===== config.mk =====
export PLATFORM = sky130hd
export DESIGN_NAME = somg_ctrl
export DESIGN_NICKNAME = d
export VERILOG_FILES = /design/src/hdl/sine_orthogonal_matrix_generator_unit_macros.svh /design/src/hdl/somg_pkg.sv /design/src/hdl/somg_ctrl.sv
export SDC_FILE = /design/constraint.sdc
export NUM_CORES = 1
export LEC_CHECK = 0
export BUFFER_PORTS_ARGS = -buffer_cell sky130_fd_sc_hd__buf_4
export CAP_MARGIN = 10
export CORE_AREA = 2 2 39 41
export CTS_BUF_LIST = sky130_fd_sc_hd__clkbuf_2 sky130_fd_sc_hd__clkbuf_4 sky130_fd_sc_hd__clkbuf_8
export CTS_CLUSTER_DIAMETER = 100
export CTS_CLUSTER_SIZE = 30
export DETAILED_ROUTE_END_ITERATION = 10
export DIE_AREA = 0 0 41 43
export GPL_TIMING_DRIVEN = 0
export PLACE_DENSITY = 0.46
export SETUP_SLACK_MARGIN = 0.4
export SLEW_MARGIN = 20
export SYNTH_ARGS = -nofsm -noshare
export SYNTH_HDL_FRONTEND = slang
export SYNTH_SLANG_ARGS = --single-unit

===== constraint.sdc =====
create_clock -name i_clk -period 3.3 [get_ports i_clk]
set_input_delay 0.66 -clock i_clk [delete_from_list [all_inputs] [get_ports i_clk]]
set_output_delay 0.66 -clock i_clk [all_outputs]
set_load 0.03 [all_outputs]

===== src/hdl/sine_orthogonal_matrix_generator_unit_macros.svh =====
// Assertion macros for the sine orthogonal matrix generator.
// Used by the top level only; no other dependencies.
`ifndef SINE_ORTHOGONAL_MATRIX_GENERATOR_UNIT_MACROS_SVH
`define SINE_ORTHOGONAL_MATRIX_GENERATOR_UNIT_MACROS_SVH
// property that must hold at every rising clock edge outside reset
`define SOMG_ASSERT(label, clk, rst_n, prop, msg) \
    label: assert property (@(posedge clk) disable iff (!rst_n) (prop)) else $error(msg);
// implication whose consequent is checked in the cycle after the antecedent
`define SOMG_ASSERT_NEXT(label, clk, rst_n, ante, cons, msg) \
    label: assert property (@(posedge clk) disable iff (!rst_n) (ante) |=> (cons)) \
        else $error(msg);
`endif


===== src/hdl/somg_pkg.sv =====
// Shared types and constants for the sine orthogonal matrix generator.
// No dependencies.
package somg_pkg;
    localparam int unsigned CfgCount = 8;
    localparam logic [2:0] CFG_ROW_COUNT = 3'd0;
    localparam logic [2:0] CFG_COL_COUNT = 3'd1;
    localparam logic [2:0] CFG_ROW_BLOCK = 3'd2;
    localparam logic [2:0] CFG_COL_BLOCK = 3'd3;
    localparam logic [2:0] CFG_GRID_SHAPE = 3'd4;
    localparam logic [2:0] CFG_GRID_POS = 3'd5;
    localparam logic [2:0] CFG_SCALE = 3'd6;
    localparam logic [2:0] CFG_ANGLE_STEP = 3'd7;
    localparam logic signed [33:0] GainQ30 = 34'sd652032874;

    // commands from controller to datapath
    typedef struct packed {
        logic start;   // restart the walk (reset, config or restart word)
        logic launch;  // begin evaluating the current element
        logic advance; // step the walk past the current element
    } t_cmd;

    // status from datapath to controller
    typedef struct packed {
        logic done;      // walk finished or empty
        logic busy;      // element evaluation in progress
        logic ready;     // element value available
    } t_status;

    // arctangent table in turns times 2^32
    function automatic logic [31:0] atan_turn(input logic [4:0] s);
        case (s)
            5'd0: atan_turn = 32'h20000000; 5'd1: atan_turn = 32'h12E4051E;
            5'd2: atan_turn = 32'h09FB385B; 5'd3: atan_turn = 32'h051111D4;
            5'd4: atan_turn = 32'h028B0D43; 5'd5: atan_turn = 32'h0145D7E1;
            5'd6: atan_turn = 32'h00A2F61E; 5'd7: atan_turn = 32'h00517C55;
            5'd8: atan_turn = 32'h0028BE53; 5'd9: atan_turn = 32'h00145F2F;
            5'd10: atan_turn = 32'h000A2F98; 5'd11: atan_turn = 32'h000517CC;
            5'd12: atan_turn = 32'h00028BE6; 5'd13: atan_turn = 32'h000145F3;
            5'd14: atan_turn = 32'h0000A2FA; 5'd15: atan_turn = 32'h0000517D;
            5'd16: atan_turn = 32'h000028BE; 5'd17: atan_turn = 32'h0000145F;
            5'd18: atan_turn = 32'h00000A30; 5'd19: atan_turn = 32'h00000518;
            5'd20: atan_turn = 32'h0000028C; 5'd21: atan_turn = 32'h00000146;
            5'd22: atan_turn = 32'h000000A3; 5'd23: atan_turn = 32'h00000051;
            5'd24: atan_turn = 32'h00000029; 5'd25: atan_turn = 32'h00000014;
            5'd26: atan_turn = 32'h0000000A; 5'd27: atan_turn = 32'h00000005;
            5'd28: atan_turn = 32'h00000003; 5'd29: atan_turn = 32'h00000001;
            5'd30: atan_turn = 32'h00000001;
            default: atan_turn = 32'h00000000;
        endcase
    endfunction
endpackage


===== src/hdl/somg_ctrl.sv =====
// Controller for the sine orthogonal matrix generator: sequences one word.
// Depends on somg_pkg.
module somg_ctrl import somg_pkg::*; (
    input  logic    i_clk,
    input  logic    i_rst_n,
    input  logic    i_cfg_we,
    input  logic    i_in_valid,
    output logic    o_in_ready,
    input  logic    i_restart,
    output logic    o_out_valid,
    input  logic    i_out_ready,
    output logic    o_out_has,
    output t_cmd    o_cmd,
    input  t_status i_status
);
    localparam logic [1:0] ST_IDLE = 2'd0;
    localparam logic [1:0] ST_CALC = 2'd1;
    localparam logic [1:0] ST_WAIT = 2'd2;
    localparam logic [1:0] ST_OUT  = 2'd3;

    logic [1:0] r_state, n_state;
    logic r_start, n_start;
    logic r_has, n_has;
    logic accept;

    assign o_in_ready  = (r_state == ST_IDLE) && !r_start;
    assign accept      = i_in_valid && o_in_ready;
    assign o_out_valid = (r_state == ST_OUT);
    assign o_out_has   = r_has;

    // pending restart: applied in idle before the next word is judged
    always_comb begin
        n_state = r_state;
        n_start = r_start;
        n_has = r_has;
        o_cmd = '0;
        case (r_state)
            ST_IDLE: begin
                if (r_start) begin
                    o_cmd.start = 1'b1;
                    n_start = 1'b0;
                end else if (accept && i_restart) begin
                    o_cmd.start = 1'b1;
                    n_state = ST_CALC;
                end else if (accept) begin
                    n_state = ST_CALC;
                end
            end
            ST_CALC: begin
                if (i_status.done) begin
                    n_has = 1'b0;
                    n_state = ST_OUT;
                end else begin
                    n_has = 1'b1;
                    o_cmd.launch = 1'b1;
                    n_state = ST_WAIT;
                end
            end
            ST_WAIT: begin
                if (i_status.ready) begin
                    o_cmd.advance = 1'b1;
                    n_state = ST_OUT;
                end
            end
            ST_OUT: begin
                if (i_out_ready) n_state = ST_IDLE;
            end
            default: n_state = ST_IDLE;
        endcase
        if (i_cfg_we) n_start = 1'b1;
    end

    always_ff @(posedge i_clk) begin
        if (!i_rst_n) begin
            r_state <= ST_IDLE;
            r_start <= 1'b1;
            r_has <= 1'b0;
        end else begin
            r_state <= n_state;
            r_start <= n_start;
            r_has <= n_has;
        end
    end
endmodule


## Word level (Yosys, flattened, before mapping)

Index checks and enable logic that the tools add are counted.

| word-level totals | value |
|---|---|
| input bits | 9 |
| memories | 0 |
| bits in writable memories | 0 |
| register bits after elaboration | 4 |
| ROM bits | 0 |
| latch bits | 0 |

| cells by class | value |
|---|---|
| reduce and logical (&&, ||, !) cells | 7 |
| multipliers | 0 |
| eq/ne operators | 7 |
| bitwise operators | 1 |
| magnitude comparators | 0 |
| add/subtract/negate cells | 0 |
| div/mod/pow operators | 0 |
| multiplexer cells | 14 |
| shift operators | 0 |

Operators by type and width:

| kind | count |
|---|---|
| 2-to-1 mux 2 bit | 5 |
| 2-to-1 mux 1 bit | 8 |
| one-hot mux 2 bit (4 select lines) | 1 |
| == test 2 bit (second input constant) | 2 |
| inequality test 2 bit (second input constant) | 2 |
| AND reduction 4 bit | 1 |
| logical AND 1 bit | 3 |
| inequality test 3 x 2 -> 1 bit (second input constant) | 1 |
| == test 2 x 1 -> 1 bit (second input constant) | 1 |
| zero test 2 bit | 1 |
| inequality test 2 x 1 -> 1 bit (second input constant) | 1 |
| OR reduction 2 bit | 1 |
| zero test 1 bit | 1 |
| NOT 1 bit | 1 |

## Logic depth before layout (Yosys ltp)

Gate-level depths: netlist of the first run.

| logic depth | value |
|---|---|
| depth in word-level cells | 7 |
| mapped depth | 5 |
| gate-level depth less buffers | 5 |

## Worst setup path before layout of the first run

OpenSTA, ideal clock, no wires.

| path | value |
|---|---|
| kind | input to output |
| from | in i_restart |
| to | out o_cmd[2] in the netlist's numbering |
| data arrival time | 1149 ps |
| buffers on the path | 0 |
| path slack | 1491 ps |
| cell stages on the path | 2 |
| cell sequence | a21oi_1 nor2b_1 |

RTL lines:

| what | RTL line | source |
|---|---|---|
| from (decl) | somg_ctrl.sv:9 | `input logic i_restart,` |
| to (decl) | somg_ctrl.sv:13 | `output t_cmd o_cmd,` |

## Worst setup path after layout of the first run

| path | value |
|---|---|
| from | reg r_state[0] |
| to | out o_in_ready |

| between the ends | value |
|---|---|
| word-level cells in the longest chain between the ends | 2 |

RTL lines:

| what | RTL line | source |
|---|---|---|
| from (decl) | somg_ctrl.sv:21 | `logic [1:0] r_state, n_state;` |
| from (signal assigned) | somg_ctrl.sv:79 | `r_state <= n_state;` |
| zero test 2 bit | somg_ctrl.sv:26 | `assign o_in_ready = (r_state == ST_IDLE) && !r_start;` |
| logical AND 1 bit | somg_ctrl.sv:26 |  |
| to (decl) | somg_ctrl.sv:8 | `output logic o_in_ready,` |

Every way passes these cells.

==> flow_summary.yaml, run 1 <==
outcome:
  status: "complete, no violations"
yosys:
  synth_top_family_by_area: "simple AND/OR/NAND/NOR gates"
  synthCells: 31
  async_flop_share_pct: 0
  synth_edf_count: 0
  synthAdderAreaFrac_pct: 22.6
  syn_area_per_cell_um2: 8.92
  syn_area_um2: 277
  synth_simple_gate_area_share_pct: 22.6
  synth-xor-area-share_pct: 0
  ys_seq_area_share_pct: 29.0
  ys_seq_elements: 4
  muxShareOfSynthArea_pct: 3.62
  ys_warn_count: 0
  synthesis.nets: 45
  ys_types: 16
  synth_compound_area_share_pct: 16.7
  ys.flop_type: "dfxtp_1"
power_and_ir_drop:
  p_per_area_nw_per_um2: 726
  vdd_drop_max_uv: 182
  p_leak_uw: 0.000212
routing:
  wl_per_cell_um: 7.87
  drtPass1Iterations: 4
  ant_nets: 0
  drt_iter0_drc: 5
  viasPerCell: 3.98
  drt-total-wl_um: 496
  drc: 0
  vias: 251
setup_path:
  worstSetupPathType: "register to output pin"
  crit_chain: "inv_1, ha_1, and2b_1, buf_4"
  critPathLaunchType: "register"
  crit_arrival_ps: 1270
  slowest_stage: "dfxtp_1"
  cp-end-kind: "output pin"
  crit_fanout: 4
  critPathMaxStageDelay_ps: 370
  cp.required_ps: 2640
  ff2ff_path_depth: 5
clocking:
  holdBufCountCts: 0
  clockBufferDepth: 2
  clock-sinks: 4
  cts_setup_buffers: 0
  cts-resized-gates: 0
  numCtsBuffers: 3
  clk_latency_ps: 230
  cts-root-buf: "clkbuf_4"
  h-tree-depth: 1
  cts_tree: "done"
  clk_pin_slew_ps: 30
flow_run:
  drv_cap: 0
sta:
  setup_viol: 0
  max_slew_margin_pct: 64.2
  holdWs_ps: 537
  fmax_mhz: 518
  worst_slew_pin_slew_ps: 537
  finalMaxSlewViolations: 0
  min_period_ps: 1930
  period_share_pct: 58.5
  finalClockSkew_ps: 0.980
  tns_ps: 0
  rsz0062_at_grt: "no"
  hold_viol: 0
floorplan:
  die_area_um2: 1760
  die_w_um: 41
  boundaryPins: 15
  start_util_pct: 20.0
  die_y_um: 43
  fp-row-count: 14
  core_area_um2: 1380
global_route:
  grt_pass1_wl_um: 786
  grt_max_degree: 6
  grt_use_total_pct: 6.83
  antenna_found_initial: 0
  overflow: 0
  grt_pass1_vias: 226
place:
  hpwl_um: 424
  gp_congestion: 0.596
  port_buffers: 13
worst_hold_path:
  min_path_type: "register to register"
  holdPathStages: 2
finish:
  area_growth_pct: 50.7
  multi_input_area_um2: 181
  seq_area_um2: 80.1
  drive_gt1_share_pct: 38.3
  diodes: 0
  fillCellCount: 152
  final_nets: 63
registers in the layout (all words and copies together), names as in the netlist:
name	count
o_out_has	1
r_state	2
r_start	1
power by group:
group	switching (uW)	internal [uW]	total, uW
Sequential	11.9	63.0	74.9
Combinational	93.7	77.0	171
Clock	16.6	40.4	57.0
Total	122	180	303
synthesized netlist by cell type (2+ instances only):
| library cell | n | area [um2] |
|---|---|---|
| a21oi_1 | 3 | 15.0 |
| nand2_1 | 2 | 7.51 |
| ha_1 | 5 | 62.6 |
| inv_1 | 4 | 15.0 |
| dfxtp_1 | 4 | 80.1 |
| nor2b_1 | 3 | 18.8 |
cell usage in the layout, fill, tap and decap left out:
master / netlist / layout
nor2b_1: 3 / 3
inv_1: 4 / 4
nand2_1: 2 / 2
ha_1: 5 / 5
o21ai_0: 1 / 1
or2b_1: 1 / 1
nand2b_1: 1 / 1
nand3b_1: 1 / 1
clkbuf_4: 0 / 3
and2_2: 1 / 1
buf_4: 0 / 13
a21o_1: 1 / 1
a222oi_1: 1 / 1
dfxtp_1: 4 / 4
a21oi_1: 3 / 3
mux2i_1: 1 / 1
a31o_2: 1 / 1
and2b_1: 1 / 1
final timing paths:
kind,slack (ps),startpoint,to
worst max-delay path,1370,r_state[0],o_in_ready
worst min-delay path,540,o_out_has,o_out_has
worst max register to register,1620,r_state[0],r_state[0]
worst min register to register,540,o_out_has,o_out_has
routing by layer:
| layer | wire length [um] | up-vias | GRT usage (%) |
|---|---|---|---|
| met4 | 6 | 0 | 8.00 |
| met1 | 205 | 109 | 7.72 |
| met5 | 0 | - | 0 |
| met3 | 31 | 2 | 1.57 |
| li1 | - | 135 | - |
| met2 | 252 | 5 | 9.06 |
per-stage QoR:
step	utilization (%)	total power [uW]	instance area (um2)	worst slack, ps	std cells
after CTS	30.1	309	417	1350	63
after detailed placement	28.5	248	394	1530	60
after global placement	28.5	247	394	1530	60
final	30.1	303	417	1370	63
after floorplan	-	196	277	1490	31
after global routing	30.1	330	417	1280	63
critical path, delay by kind of cell, from the launching register on:
| kind | cells | cell delay (ps) |
|---|---|---|
| buffers and inverters | 2 | 270 |
| and+or+nand+nor | 1 | 160 |
| adders and majority gates | 1 | 240 |
| DFF | 1 | 370 |
cell type report:
| type | count | share of cell area, % |
|---|---|---|
| Inverter | 4 | 3.60 |
| Timing Repair Buffer | 13 | 23.4 |
| Tap cell | 16 | 4.80 |
| Sequential cell | 4 | 19.2 |
| Multi-Input combinational cell | 23 | 43.5 |
| Clock buffer | 3 | 5.41 |
kinds of logic (layout without fill, tap and decap cells):
family | after synthesis | in the layout
flip-flops | 4 | 4
AO/OA/AOI/OAI | 7 | 7
multiplexers | 1 | 1
buffers and inverters | 4 | 20
adder cells (fa/ha/maj) | 5 | 5
AND/OR/NAND/NOR | 10 | 10
No activity file was read; power rests on OpenSTA's default activity.
==> run 2, diff against run 1 <==
clock period = 1.9 ns   (was 3.3 ns; I/O delays follow)
==> run 2 against run 1 <==
Compared with the run above:
- routed wire length up 30%
- critical path type unchanged
- combinational power rose to 2.6 times the previous value
- clock power up 79%
==> flow_summary.yaml, run 2 (same netlist as run 1, synthesis figures left out) <==
setup_path:
  worstSetupPathType: "register to output pin"
  critPathMaxStageDelay_ps: 390
  r2r_setup_slack_ps: 450
  slowest_stage: "dfxtp_4"
  cp-end-kind: "output pin"
  critPathLaunchType: "register"
  crit_fanout: 4
  crit_chain: "inv_6, ha_4, and2b_1, buf_6"
  ff2ff_path_depth: 6
  rr_endpoint: "r_state[1]"
  cp.required_ps: 1520
  crit_family: "flip-flops"
  r2r-start: "r_state[0]"
  crit_arrival_ps: 1120
  critPathBufInv: 2
sta:
  finalClockSkew_ps: 4.54
  hold_viol: 0
  worst_slew_pin_slew_ps: 280
  rsz0062_at_grt: "yes"
  max_slew_margin_pct: 81.3
  period_share_pct: 78.8
  tns_ps: 0
  fmax_mhz: 668
  min_period_ps: 1500
  setup_viol: 0
  holdWs_ps: 342
  finalMaxSlewViolations: 0
finish:
  drive_gt1_share_pct: 64.7
  top_register: "r_state"
  layout_commonest_cell: "buf_4"
  area_growth_pct: 92.3
  final_cell_mix: "13 x buf_4, 4 x buf_6, 3 x ha_4, 3 x clkbuf_4"
  fillCellCount: 149
  final_nets: 67
  diodes: 0
  largest_register_ffs: 2
floorplan:
  start_util_pct: 20.0
  fp-row-count: 14
  die_area_um2: 1760
  die_y_um: 43
  core_area_um2: 1380
  die_w_um: 41
  boundaryPins: 15
outcome:
  status: "complete, no violations"
global_route:
  grt_max_degree: 6
  grt_use_total_pct: 7.62
  overflow: 0
  antenna_found_initial: 0
  grt_pass1_wl_um: 848
  grt_pass1_vias: 253
power_and_ir_drop:
  p_leak_uw: 0.000241
  p_per_area_nw_per_um2: 1320
  vdd_drop_max_uv: 365
routing:
  wl_per_cell_um: 9.66
  drt_iter0_drc: 2
  drt-total-wl_um: 647
  drc: 0
  vias: 273
  ant_nets: 0
  drtPass1Iterations: 4
  viasPerCell: 4.07
worst_hold_path:
  min_path_type: "input port to register"
  holdPathStages: 2
  min_from: "i_cfg_we"
  min_to: "r_start"
clocking:
  clk_latency_ps: 230
  holdBufCountCts: 0
  clock-sinks: 4
  clockBufferDepth: 2
  h-tree-depth: 1
  cts_tree: "done"
  numCtsBuffers: 3
  clk_pin_slew_ps: 40
  cts-root-buf: "clkbuf_4"
flow_run:
  drv_cap: 0
place:
  gp_congestion: 0.580
  hpwl_um: 406
  port_buffers: 13
-- run 2: cell count changes in the layout (fill, tap and decap cells not counted), sizes merged --
cell	before	now
buf	13	17
-- run 2: how the worst max path moves through the flow --
stage	cells past startpoint	from	to
final	4	r_state[0]	o_in_ready
after global routing	4	r_state[1]	o_in_ready
after CTS	4	r_state[1]	o_cmd[1]
after detailed placement	5	r_state[1]	r_state[0]
after global placement	5	r_state[1]	r_state[0]
after floorplan	5	r_state[1]	r_state[0]
-- run 2: what timing repair did --
action	CTS	global route
gates resized for setup	5	16
pin swaps	2	2
setup endpoints to repair	6	6
buffers inserted	2	2
-- run 2: where the power goes --
part           internal [uW]  leakage [uW]  switching (uW)  total [uW]
Clock                   70.4     0.0000138            31.6         102
Combinational            239      0.000193             206         444
Sequential               118     0.0000343            39.4         157
Total                    427      0.000241             277         704
-- run 2: final cells by class --
type | instances | area [um2] | area share [%]
inverter | 4 | 22.5 | 4.24
clock buffer | 3 | 22.5 | 4.24
tap | 16 | 20.0 | 3.76
multi-input combinational | 23 | 236 | 44.5
timing repair buffer | 17 | 143 | 26.8
sequential | 4 | 87.6 | 16.5
-- run 2: per-layer routing --
| layer | GRT usage [%] | vias up | routed length, um |
|---|---|---|---|
| met5 | 0 | - | 0 |
| met4 | 10.0 | 0 | 8 |
| met3 | 1.57 | 2 | 34 |
| met2 | 11.9 | 5 | 354 |
| met1 | 6.41 | 121 | 250 |
| li1 | - | 145 | - |
-- run 2: stage by stage --
step,util (%),std cells,cell area [um2],total power (uW),setup WS (ps)
floorplan,-,31,280,346,419
global placement,28.8,60,398,434,249
detailed placement,28.8,60,398,431,271
CTS,32.2,65,445,583,360
global route,38.4,67,532,768,353
finish,38.4,67,532,704,403
-- run 2: worst register-to-register path: cells and delay by family, from the launching register on --
kind            cells  cell delay, ps
buf+inv             2             240
compound gates      1             310
fa+ha+maj           1             150
simple gates        1              60
mux                 1             180
flops               1             390
==> run 3, diff against run 2 <==
ABC_AREA = 1   (was unset)
PLACE_DENSITY = 0.51   (was 0.46)
clock period = 1.2 ns   (was 1.9 ns; I/O delays follow)
==> run 3 against run 2 <==
Compared with the run above:
- the run now ends with setup timing left
- die area did not move
- hold slack got worse by 140 ps
- via count rose by 31%
- total power rose by 120%
- first-iteration DRC count fell by 100%
- critical path type unchanged
==> flow_summary.yaml, run 3 <==
sta:
  postLayoutSetupSlackWorst_ps: -135
  hold_viol: 0
  min_period_ps: 1340
  tns_ps: -520
  period_share_pct: 111
  finalMaxSlewViolations: 0
  finalClockSkew_ps: 0.975
  max_slew_margin_pct: 90.4
  worst_slew_pin_slew_ps: 144
  fmax_mhz: 749
  setup_viol: 5
  rsz0062_at_grt: "yes"
yosys:
  ys_seq_elements: 4
  synth.most_common_cell: "inv_1"
  yosysTopAreaCellShare_pct: 25.6
  ys_types: 13
  synth_area_leaders: "dfxtp_1 26%, ha_1 20%, inv_1 11%, nand2_2 10%, nand3_1 6.4%"
  ys_warn_count: 0
  yosysTopAreaCell: "dfxtp_1"
  syn_area_um2: 313
  ys.flop_type: "dfxtp_1"
  syn_area_per_cell_um2: 7.11
  synthesis.nets: 58
  synth_edf_count: 0
  synthCells: 44
  async_flop_share_pct: 0
  synthTopCellsByCount: "9 x inv_1, 5 x ha_1, 5 x nand2_1, 5 x nand2_2"
  ys_seq_area_share_pct: 25.6
power_and_ir_drop:
  p_leak_uw: 0.000305
  vdd_drop_max_uv: 908
  p_per_area_nw_per_um2: 2290
setup_path:
  crit_family: "flip-flops"
  slowest_stage: "dfxtp_4"
  cp-end-kind: "output pin"
  crit_top_cell: "inv_4"
  critPathMaxStageDelay_ps: 360
  crit_chain: "inv_4, ha_4, inv_4, a21oi_4, buf_6"
  worstSetupPathType: "register to output pin"
  cp.required_ps: 960
  crit_fanout: 4
  critPathLaunchType: "register"
  crit_arrival_ps: 1100
  critPathBufInv: 3
finish:
  diodes: 0
  top_register: "r_state"
  final_util_pct: 48.2
  drive_gt1_share_pct: 82.6
  seq_area_um2: 88.8
  largest_register_ffs: 2
  fillCellCount: 136
  layout_commonest_cell: "buf_4"
  final_nets: 85
  area_growth_pct: 113
  multi_input_area_um2: 292
  final_cell_mix: "14 x buf_4, 8 x buf_6, 6 x nand2_2, 5 x inv_2"
clocking:
  clockBufferDepth: 2
  clk_pin_slew_ps: 40
  h-tree-depth: 1
  cts-root-buf: "clkbuf_4"
  numCtsBuffers: 3
  cts_tree: "done"
  holdBufCountCts: 0
  clock-sinks: 4
  clk_latency_ps: 230
global_route:
  antenna_found_initial: 0
  grt_max_degree: 5
  grt_pass1_wl_um: 1180
  grt_pass1_vias: 342
  overflow: 0
  grt_use_total_pct: 9.70
routing:
  drt-total-wl_um: 803
  drtPass1Iterations: 1
  drt_iter0_drc: 0
  ant_nets: 0
  viasPerCell: 4.20
  wl_per_cell_um: 9.45
  drc: 0
  vias: 357
floorplan:
  start_util_pct: 22.6
  die_area_um2: 1760
  boundaryPins: 15
  fp-row-count: 14
  die_y_um: 43
  die_w_um: 41
  core_area_um2: 1380
place:
  gp_congestion: 0.667
  place_ws_ps: 52.0
  hpwl_um: 545
  port_buffers: 13
outcome:
  status: "finished with violations"
  violations: "setup timing"
flow_run:
  drv_cap: 0
worst_hold_path:
  min_path_type: "input port to register"
-- run 3: worst paths after layout --
path	startpoint	to	slack (ps)	cells past startpoint
max	r_state[0]	o_cmd[2]	-140	5
min	i_cfg_we	r_start	200	3
max reg2reg	r_state[0]	r_state[0]	30	8
min reg2reg	r_start	r_start	550	2
-- run 3: layout make-up --
cell class,instances,share of cell area [%]
multi-input combinational,29,43.7
timing repair buffer,22,29.3
inverter,11,7.32
tap,16,3.00
sequential,4,13.3
clock buffer,3,3.38
-- run 3: tightest hold or removal path, cell delays in order --
cell and delay, ps:
buf_4 80, nor2_1 30, o21ai_1 50
-- run 3: cells by family after synthesis --
| logic type | after synthesis | synth area share (%) |
|---|---|---|
| AO/OA/AOI/OAI | 6 | 12.0 |
| AND/OR/NAND/NOR | 18 | 29.2 |
| buffers and inverters | 11 | 13.2 |
| adder cells (fa/ha/maj) | 5 | 20.0 |
| flip-flops | 4 | 25.6 |
-- run 3: metrics by stage --
step / total power [uW] / hold WS, ps / cell area (um2) / std cells
3_5_place_dp: 1020 / 435 / 512 / 73
6_report: 1530 / 202 / 667 / 85
4_1_cts: 1400 / 198 / 621 / 83
5_1_grt: 1640 / 217 / 667 / 85
2_1_floorplan: 843 / 334 / 394 / 44
3_3_place_gp: 1030 / 436 / 512 / 73
-- run 3: where the power goes --
group / total [uW] / internal (uW) / switching (uW)
combinational: 1100 / 549 / 554
sequential: 263 / 196 / 66.9
clock: 164 / 112 / 52.5
total: 1530 / 856 / 673
-- run 3: timing repair --
item                       4_1_cts  5_1_grt
gates cloned                     0        0
setup endpoints to repair       10       10
setup buffers                    7        2
resized for setup               12        8
pin swaps                        4        2
-- run 3: per-layer routing --
metal / global-route usage, % / vias up / share of wire, %
met5: 0 / - / 0
li1: - / 185 / -
met2: 15.3 / 7 / 59
met1: 11.4 / 165 / 38
met4: 8.00 / 0 / 0
met3: 0 / 0 / 3.4
